--- config.mk ---
export PLATFORM = sky130hd
export DESIGN_NAME = top_k_candidate_ranker
export DESIGN_NICKNAME = d
export VERILOG_FILES = /design/src/hdl/tkr_pkg.sv /design/src/hdl/tkr_ctrl.sv /design/src/hdl/tkr_dpath.sv /design/src/hdl/top_k_candidate_ranker.sv
export SDC_FILE = /design/constraint.sdc
export NUM_CORES = 2
export LEC_CHECK = 0
export BUFFER_PORTS_ARGS = -buffer_cell sky130_fd_sc_hd__buf_2
export CORE_MARGIN = 3
export CORE_UTILIZATION = 62
export DETAILED_ROUTE_END_ITERATION = 6
export PLACE_DENSITY = 0.79
export SETUP_SLACK_MARGIN = 0.2
export SYNTH_ARGS = -nofsm -noshare
export SYNTH_HDL_FRONTEND = slang
export SYNTH_HIERARCHICAL = 1
export SYNTH_SLANG_ARGS = --single-unit
--- constraint.sdc ---
create_clock -name clk -period 18.95 [get_ports clk]
set_input_delay 0.9475 -clock clk [delete_from_list [all_inputs] [get_ports clk]]
set_output_delay 0.9475 -clock clk [all_outputs]
set_load 0.05 [all_outputs]
--- src/hdl/tkr_pkg.sv ---
// Package for the top-k candidate ranker: controller states, command and
// status bundles, field widths and stream layout constants.
// No dependencies.
package tkr_pkg;

  // Field widths
  localparam int unsigned ID_W     = 16;
  localparam int unsigned RANK_W   = 4;
  localparam int unsigned KCNT_W   = 5;
  localparam int unsigned KEY_W    = 100;
  localparam int unsigned OUT_CAP  = 16;

  // Stream layout
  localparam int unsigned IN_TDATA_W  = 104;
  localparam int unsigned OUT_TDATA_W = 24;

  // Item kinds carried in in_tuser
  localparam logic MODE_OFFER = 1'b0;
  localparam logic MODE_FLUSH = 1'b1;

  typedef enum logic [1:0] {
    ST_IDLE,
    ST_CHECK,
    ST_WALK,
    ST_EMIT
  } tkr_state_t;

  // Controller to datapath
  typedef struct packed {
    logic load_key;    // capture offer key, pick start slot
    logic rd_prev;     // read slot pos-1 instead of slot pos
    logic shift;       // move read entry down into slot pos, step pos back
    logic place;       // write held key into slot pos
    logic emit_start;  // rewind pos for a flush
    logic emit_beat;   // load output register from slot pos, advance pos
    logic clear;       // empty the list
  } tkr_cmd_t;

  // Datapath to controller
  typedef struct packed {
    logic lim_zero;    // effective limit is zero
    logic full;        // list holds limit entries
    logic empty;       // list holds nothing
    logic key_before;  // held key ranks before the read entry
    logic pos_zero;    // walk pointer at head
    logic emit_last;   // pos is the final kept entry
    logic out_free;    // output register can take a beat
  } tkr_status_t;

endpackage

--- src/hdl/tkr_ctrl.sv ---
// Controller for the top-k candidate ranker: sequences offer checks,
// the insertion walk and flush output. Depends on tkr_pkg.
module tkr_ctrl import tkr_pkg::*; (
  input  logic        clk,
  input  logic        rst_n,
  input  logic        in_tvalid,
  output logic        in_tready,
  input  logic [0:0]  in_tuser,
  input  tkr_status_t sts,
  output tkr_cmd_t    cmd
);

  tkr_state_t state_r, state_nxt;

  // Hold state
  always_ff @(posedge clk) begin
    if (!rst_n) begin
      state_r <= ST_IDLE;
    end else begin
      state_r <= state_nxt;
    end
  end

  // Next state and commands
  always_comb begin
    state_nxt = state_r;
    cmd       = '0;
    in_tready = 1'b0;
    case (state_r)
      ST_IDLE: begin
        in_tready = 1'b1;
        if (in_tvalid) begin
          if (in_tuser[0] == MODE_FLUSH) begin
            if (!sts.empty) begin
              cmd.emit_start = 1'b1;
              state_nxt      = ST_EMIT;
            end
          end else if (!sts.lim_zero) begin
            cmd.load_key = 1'b1;
            state_nxt    = sts.full ? ST_CHECK : ST_WALK;
          end
        end
      end
      ST_CHECK: begin
        // full list: new key must beat the last entry
        state_nxt = sts.key_before ? ST_WALK : ST_IDLE;
      end
      ST_WALK: begin
        cmd.rd_prev = 1'b1;
        if (!sts.pos_zero && sts.key_before) begin
          cmd.shift = 1'b1;
        end else begin
          cmd.place = 1'b1;
          state_nxt = ST_IDLE;
        end
      end
      ST_EMIT: begin
        if (sts.out_free) begin
          cmd.emit_beat = 1'b1;
          if (sts.emit_last) begin
            cmd.clear = 1'b1;
            state_nxt = ST_IDLE;
          end
        end
      end
      default: begin
        state_nxt = ST_IDLE;
      end
    endcase
  end

endmodule

--- src/hdl/tkr_dpath.sv ---
// Datapath for the top-k candidate ranker: sorted entry registers, walk
// pointer, fill count, limit register and output register. Depends on tkr_pkg.
module tkr_dpath import tkr_pkg::*; #(
  parameter int unsigned KEEP_MAX = 16
) (
  input  logic                   clk,
  input  logic                   rst_n,
  input  logic [IN_TDATA_W-1:0]  in_tdata,
  input  logic                   cfg_valid,
  output logic                   cfg_ready,
  input  logic [KCNT_W-1:0]      cfg_data,
  output logic                   out_tvalid,
  input  logic                   out_tready,
  output logic [OUT_TDATA_W-1:0] out_tdata,
  output logic                   out_tlast,
  input  tkr_cmd_t               cmd,
  output tkr_status_t            sts
);

  localparam int unsigned DEPTH = (KEEP_MAX < OUT_CAP) ? KEEP_MAX : OUT_CAP;
  localparam int unsigned IDX_W = (DEPTH > 1) ? $clog2(DEPTH) : 1;
  localparam int unsigned CNT_W = $clog2(DEPTH + 1);

  logic [KEY_W-1:0]  entry_r [DEPTH];
  logic [KEY_W-1:0]  key_r;
  logic [IDX_W-1:0]  pos_r;
  logic [CNT_W-1:0]  kept_r;
  logic [KCNT_W-1:0] keep_count_r;
  logic              out_valid_r;
  logic [ID_W-1:0]   out_vertex_r;
  logic [RANK_W-1:0] out_rank_r;
  logic              out_last_r;

  logic [KCNT_W-1:0] lim_wide;
  logic [CNT_W-1:0]  lim;
  logic [KCNT_W-1:0] cfg_lim_wide;
  logic [CNT_W-1:0]  cfg_lim;
  logic [IDX_W-1:0]  rd_idx;
  logic [KEY_W-1:0]  rd_data;
  logic [KEY_W-1:0]  in_key;

  // Effective limit: keep_count capped at the list depth
  always_comb begin
    lim_wide     = (keep_count_r > KCNT_W'(DEPTH)) ? KCNT_W'(DEPTH) : keep_count_r;
    lim          = CNT_W'(lim_wide);
    cfg_lim_wide = (cfg_data > KCNT_W'(DEPTH)) ? KCNT_W'(DEPTH) : cfg_data;
    cfg_lim      = CNT_W'(cfg_lim_wide);
  end

  // Pack offer keys so that a smaller value ranks better
  assign in_key = {in_tdata[15:0], in_tdata[31:16], in_tdata[51:32],
                   ~in_tdata[67:52], ~in_tdata[83:68], in_tdata[99:84]};

  // Single read port into the entry array
  assign rd_idx  = cmd.rd_prev ? (pos_r - 1'b1) : pos_r;
  assign rd_data = entry_r[rd_idx];

  // Status back to the controller
  always_comb begin
    sts.lim_zero   = (lim == '0);
    sts.full       = (kept_r == lim);
    sts.empty      = (kept_r == '0);
    sts.key_before = (key_r < rd_data);
    sts.pos_zero   = (pos_r == '0);
    sts.emit_last  = ((CNT_W'(pos_r) + 1'b1) == kept_r);
    sts.out_free   = !out_valid_r || out_tready;
  end

  assign cfg_ready = 1'b1;

  // Limit register and fill count
  always_ff @(posedge clk) begin
    if (!rst_n) begin
      keep_count_r <= KCNT_W'(8);
      kept_r       <= '0;
    end else begin
      if (cfg_valid) begin
        keep_count_r <= cfg_data;
        // cut the list at once when the limit drops
        if (kept_r > cfg_lim) begin
          kept_r <= cfg_lim;
        end
      end else if (cmd.clear) begin
        kept_r <= '0;
      end else if (cmd.load_key && (kept_r != lim)) begin
        kept_r <= kept_r + 1'b1;
      end
    end
  end

  // Held key, walk pointer and entries
  always_ff @(posedge clk) begin
    if (!rst_n) begin
      pos_r <= '0;
    end else if (cmd.load_key) begin
      pos_r <= (kept_r != lim) ? IDX_W'(kept_r) : IDX_W'(kept_r - 1'b1);
    end else if (cmd.shift) begin
      pos_r <= pos_r - 1'b1;
    end else if (cmd.emit_start) begin
      pos_r <= '0;
    end else if (cmd.emit_beat) begin
      pos_r <= pos_r + 1'b1;
    end
  end

  always_ff @(posedge clk) begin
    if (cmd.load_key) begin
      key_r <= in_key;
    end
    if (cmd.shift) begin
      entry_r[pos_r] <= rd_data;
    end else if (cmd.place) begin
      entry_r[pos_r] <= key_r;
    end
  end

  // Output register
  always_ff @(posedge clk) begin
    if (!rst_n) begin
      out_valid_r <= 1'b0;
    end else if (cmd.emit_beat) begin
      out_valid_r <= 1'b1;
    end else if (out_tready) begin
      out_valid_r <= 1'b0;
    end
  end

  always_ff @(posedge clk) begin
    if (cmd.emit_beat) begin
      out_vertex_r <= rd_data[ID_W-1:0];
      out_rank_r   <= RANK_W'(pos_r);
      out_last_r   <= sts.emit_last;
    end
  end

  assign out_tvalid = out_valid_r;
  assign out_tdata  = {4'b0, out_rank_r, out_vertex_r};
  assign out_tlast  = out_last_r;

endmodule

--- src/hdl/top_k_candidate_ranker.sv ---
// Top level of the top-k candidate ranker: joins controller and datapath.
// Depends on tkr_pkg, tkr_ctrl and tkr_dpath.
//
//  channel | direction | beat carries
//  --------+-----------+-------------------------------------------------
//  in_     | sink      | offer keys in tdata, mode in tuser
//  out_    | source    | vertex and rank in tdata, end of flush in tlast
//  cfg_    | sink      | keep_count write
//
// An offer is dropped at a zero limit. Otherwise, when the list is full,
// the new key is first compared against the last entry; it then walks
// up past each entry it ranks before, one entry per step through the
// single-read-port entry array. A flush emits one beat per kept entry
// and is slower only when out_tready is held low.
// Synchronous active-low reset empties the list and sets keep_count to 8.
// Input is taken only while no item is in progress; a stalled output holds.
module top_k_candidate_ranker import tkr_pkg::*; #(
  parameter int unsigned KEEP_MAX = 16
) (
  input  logic                   clk,
  input  logic                   rst_n,
  input  logic                   in_tvalid,
  output logic                   in_tready,
  // [15:0] max_comp, [31:16] remaining_vertices,
  // [51:32] edges_left, [67:52] eliminated_vertices,
  // [83:68] orig_degree, [99:84] vertex_id, [103:100] zero
  input  logic [IN_TDATA_W-1:0]  in_tdata,
  // [0] mode
  input  logic [0:0]             in_tuser,
  output logic                   out_tvalid,
  input  logic                   out_tready,
  // [15:0] out_vertex, [19:16] out_rank, [23:20] zero
  output logic [OUT_TDATA_W-1:0] out_tdata,
  output logic                   out_tlast,
  input  logic                   cfg_valid,
  output logic                   cfg_ready,
  input  logic [KCNT_W-1:0]      cfg_data
);

  tkr_cmd_t    cmd;
  tkr_status_t sts;

  tkr_ctrl u_ctrl (
    .clk       (clk),
    .rst_n     (rst_n),
    .in_tvalid (in_tvalid),
    .in_tready (in_tready),
    .in_tuser  (in_tuser),
    .sts       (sts),
    .cmd       (cmd)
  );

  tkr_dpath #(
    .KEEP_MAX (KEEP_MAX)
  ) u_dpath (
    .clk        (clk),
    .rst_n      (rst_n),
    .in_tdata   (in_tdata),
    .cfg_valid  (cfg_valid),
    .cfg_ready  (cfg_ready),
    .cfg_data   (cfg_data),
    .out_tvalid (out_tvalid),
    .out_tready (out_tready),
    .out_tdata  (out_tdata),
    .out_tlast  (out_tlast),
    .cmd        (cmd),
    .sts        (sts)
  );

endmodule

### Word-level counts from Yosys, hierarchy flattened

Memories as Yosys holds them, arrays and structs flattened.
Cells that the tools add are included.

* multiplexer cells: 45
* add/sub/neg operators: 5
* order comparisons: 4
* reduce and logical (&&, ||, !) cells: 14
* equal/unequal tests: 13
* bitwise operators: 3

Operators by type and width (count)
* $lt 100x100->1: 1
* $mux 100: 1
* $not 16->16: 2
* $mux 5: 6
* $mux 4: 6
* $mux 2: 11
* $mux 1: 19
* $eq 5x5->1: 2
* $gt 5x5->1 const B: 2
* $logic_not 5->1: 2
* $ne 2x2->1 const B: 4
* $pmux 2 s4: 1
* $sub 4x1->4 const B: 2
* $ne 3x3->1 const B: 2
* $reduce_and 6->1: 1
* $add 4x1->5 const B: 1
* $add 5x1->5 const B: 1
* $gt 5x5->1: 1
* $ne 5x5->1: 1
* $add 4x1->4 const B: 1
* $eq 2x2->1 const B: 2
* $logic_not 4->1: 1
* $reduce_bool 4->1: 1
* $mux 3: 1
* other kinds (10): 12

* logic and storage cells: 94
* input port bits: 115
* flip-flop bits (word level): 138
* bits in writable memories: 1600
* memories: 1
* output and inout bits: 28

Memory list
* u_dpath.entry_r: depth 16, bits a word 100, rd ports 1, clocked after memory_dff 0, write ports 1, line tkr_dpath.sv:24 `logic [KEY_W-1:0] entry_r [DEPTH];`

### Longest topological paths before layout

* gate-level depth with buffers: 28
* gate-level depth less buffers: 23

### Modules after synthesis

Netlist, hierarchy kept.

By module, submodules not included
* tkr_dpath: seq. area each 51979.9 um2, area each 68916.1 um2, cells an instance 3070, times used 1
* tkr_ctrl: seq. area each 40.0 um2, area each 178.9 um2, cells an instance 24, times used 1

### Worst setup path before layout

No wires, ideal clock.

* path kind: flip-flop to flip-flop
* from: reg u_dpath.pos_r[1]
* to: mem u_dpath.entry_r[0][0] (enable)
* required time: 18.146 ns
* clock period less this slack: 15.457 ns
* arrival time: 14.653 ns
* path buffers: 6
* path slack: 3.493 ns
* setup time: 0.804 ns
* cell stages (with the launch flop): 25
* path through: dfxtp_1 clkbuf_1 inv_1 ha_1 buf_2 a21oi_1 buf_2 buf_2 buf_1 mux4_2 mux4_2 inv_1 ha_1 a21oi_1 nor2_1 a2111oi_0 a21oi_1 or3_1 a32o_1 nor3_1 nor2b_1 and2_1 clkbuf_1 nor2_1 nor4_1

RTL lines
* start, declared: line tkr_dpath.sv:26 `logic [IDX_W-1:0] pos_r;`
* start signal, assigned: line tkr_dpath.sv:96 `pos_r <= (kept_r != lim) ? IDX_W'(kept_r) : IDX_W'(kept_r - 1'b1);`
* start signal, assigned: line tkr_dpath.sv:98 `pos_r <= pos_r - 1'b1;`
* start signal, assigned: line tkr_dpath.sv:102 `pos_r <= pos_r + 1'b1;`
* end, declared: line tkr_dpath.sv:24

==> out/metrics.cfg <==
[status]
status = completed

[yosys]
synth.largest_area_cell = edfxtp_1
synth_cell_types = 60
yosysSeqAreaShare_pct = 75.3
yosys_warnings = 6
synth.top_cell.area_share_pct = 74.8
ys_ff_latch = 1738
async_reset_ff_share_pct = 0
syn_area_sq_um = 69100
synth_commonest_cells = 1721 x edfxtp_1, 496 x mux4_2, 145 x inv_1
synth.avg_cell_area_sq_um = 22.3
syn_inst = 3094
synth_flop_cell = edfxtp_1
netlist_top_cells_area = edfxtp_1 75%, mux4_2 16%, ha_1 2.0%
synth-edff-count = 1721
yosysMostFrequentCell = edfxtp_1

[drt]
detail_route.wl_per_cell_um = 32.4
dr.first_iter.drc_count = 4329
dr.pass1.iters = 5
routed_wl_mm = 159
via_per_inst = 6.79
num_vias = 33462
drcViolationCount = 0
ant_nets = 0

[global_routing]
grt_pass1_wl_mm = 237
track_usage_pct = 28.2
antenna_found_initial = 7
grt_max_degree = 145
grt-ovfl-total = 0
grt_pass1_vias = 35148

[setup_path]
worstSetupPathType = flip-flop to flip-flop
crit_path_end_kind = flip-flop
worstPathArrival_ns = 11.70
critPathLaunch = u_dpath/pos_r[0]$_SDFFE_PN0P_
cp.required_ns = 19.33
regToRegSetupSlack_ns = 7.64
worstReg2RegStart = u_dpath/pos_r[0]$_SDFFE_PN0P_
worst-path-max-fanout = 49
critPathLaunchType = flip-flop

[clock_network]
ctsHoldBuffers = 0
ctsResizeCount = 0
clock_sinks = 1738
cts_tree = done
h-tree-depth = 4
postCtsSetupBuffers = 0
root_buffer = clkbuf_16
clockBufferDepth = 3
cts_made_buffers = 169
clk_pin_slew_ns = 0.06
clk_latency_ns = 0.78

[final_layout]
stdcell_count = 4928
design_area_sq_um = 77100
nNetsFinal = 3538
areaGrowthSynthToFinish_pct = 11.5
drive_gt1_share_pct = 30.4

[timing]
setup_tns_ns = 0
timing.slew.headroom_pct = 13.2
rsz0062_at_grt = false
tightest_slew_ns = 1.29
period_needed_ns = 11.31
skew_ns = 0.0375
finalHoldViolCount = 0
max_freq_mhz = 88.4
finalCritPeriodShare_pct = 59.7
drv_slew = 0
setup_viol = 0

[die]
rows = 121
initial_core_util_pct = 63.0
core_area_sq_um = 110000
die_y_um = 340
fp.dieW_um = 340
fp.dieArea_sq_um = 115000
ioPinCount = 143

[placed_design]
portBuffers = 133
dp.cells = 4617
dp_hpwl_mm = 78.3
gp_congestion = 0.769
postPlaceCellArea_sq_um = 71600

[job]
max_cap_violations = 0

[pwr]
vdd.ir_drop.worst_mv = 0.0936
p_per_area_nw_per_um2 = 149
p_leak_nw = 25.1
p_total_mw = 11.5

[hold_path]
min_from = in_tdata[35]
holdCritPathClass = input port to flip-flop

[worst paths after layout]
path	end	depth (start not counted)
worst min register to register	u_dpath/keep_count_r[3]$_SDFFE_PN1P_	2
worst min-delay path	u_dpath/key_r[51]$_DFFE_PP_	1
worst max-delay path	u_dpath/entry_r[10][98]$_DFFE_PP_	22
worst max register to register	u_dpath/entry_r[10][98]$_DFFE_PP_	22
[area by class of cell]
class                           instances  area (sq um)
Sequential cell                      1738         52000
Fill cell                            6121         32700
Multi-Input combinational cell       1072         16000
Clock buffer                          207          4440
Tap cell                             1476          1850
Timing Repair Buffer                  186          1160
Clock inverter                        102          1010
Inverter                              145           544
Antenna cell                            2          5.00
[report_power, final]
group | total, mW | switching, mW | internal [mW]
registers | 5.22 | 0.0492 | 5.17
logic | 2.94 | 1.77 | 1.17
clock network | 3.30 | 1.42 | 1.88
[per-stage QoR]
stage	hold WS, ns	utilization [%]	setup WS [ns]
after CTS	0.308	70.2	7.63
final	0.354	70.2	7.64
after detailed placement	0.535	65.2	7.80
after global placement	0.503	65.2	8.01
after floorplan	0.406	-	3.49
after global routing	0.316	70.2	7.11
[per-layer routing]
| layer | wire length [um] | part of all wire, % | vias to the layer above | GRT usage, % |
|---|---|---|---|---|
| met3 | 14700 | 9.2 | 373 | 5.72 |
| met1 | 57500 | 36 | 17616 | 38.0 |
| li1 | - | - | 13418 | - |
| met5 | 13 | 0.0082 | - | 0 |
| met4 | 5140 | 3.2 | 2 | 9.72 |
| met2 | 82100 | 52 | 2053 | 47.0 |
[logic make-up (layout without fill, tap and decap cells)]
group	after synthesis	after routing	synth area share, %
compound gates	136	136	1.27
xor+xnor	16	16	0.203
fa+ha+maj	111	111	2.01
buf+inv	287	640	1.69
flops	1738	1738	75.3
mux	617	617	18.1
other cells	2	7	0.0109
simple gates	187	187	1.42
[worst max-delay path: stages, from the launching register on]
cell     delay [ns]
dfxtp_1        0.86
xnor2_2        0.23
buf_4          0.54
buf_4          0.63
buf_4          0.79
mux4_2         0.61
mux4_2         0.49
inv_1          0.07
ha_1           0.13
nand4_1        0.24
nor4_1         0.88
and4_1         0.58
nand3_1        0.40
nor3_1         0.66
a32o_1         0.28
nor3_1         0.12
nor2b_1        0.19
nor2b_1        0.33
o21ai_0        0.27
nor2_1         0.31
and2_4         0.41
buf_4          0.96
buf_4          0.78
[flip-flops by register name, indices dropped and copies added, names as in the netlist]
register,flops
u_dpath/out_tvalid,1
u_dpath/kept_r,5
u_dpath/out_tlast,1
u_dpath/pos_r,4
u_dpath/entry_r,1600
u_dpath/key_r,100
u_dpath/out_rank_r,4
u_dpath/out_vertex_r,16
u_dpath/keep_count_r,5
u_ctrl/state_r,2
[cells in the final DEF, fill, tap and decap left out, drive strengths merged, types with 22 or more instances in the layout]
cell / netlist / final
nand4: 22 / 22
mux4: 496 / 496
a21oi: 38 / 38
mux2: 100 / 100
clkinv: 0 / 73
buf: 91 / 186
inv: 145 / 151
o21ai: 30 / 30
nand2: 33 / 33
nor2: 40 / 40
edfxtp: 1721 / 1721
ha: 111 / 111
clkbuf: 51 / 207
Power figures use the tool's default switching activity.
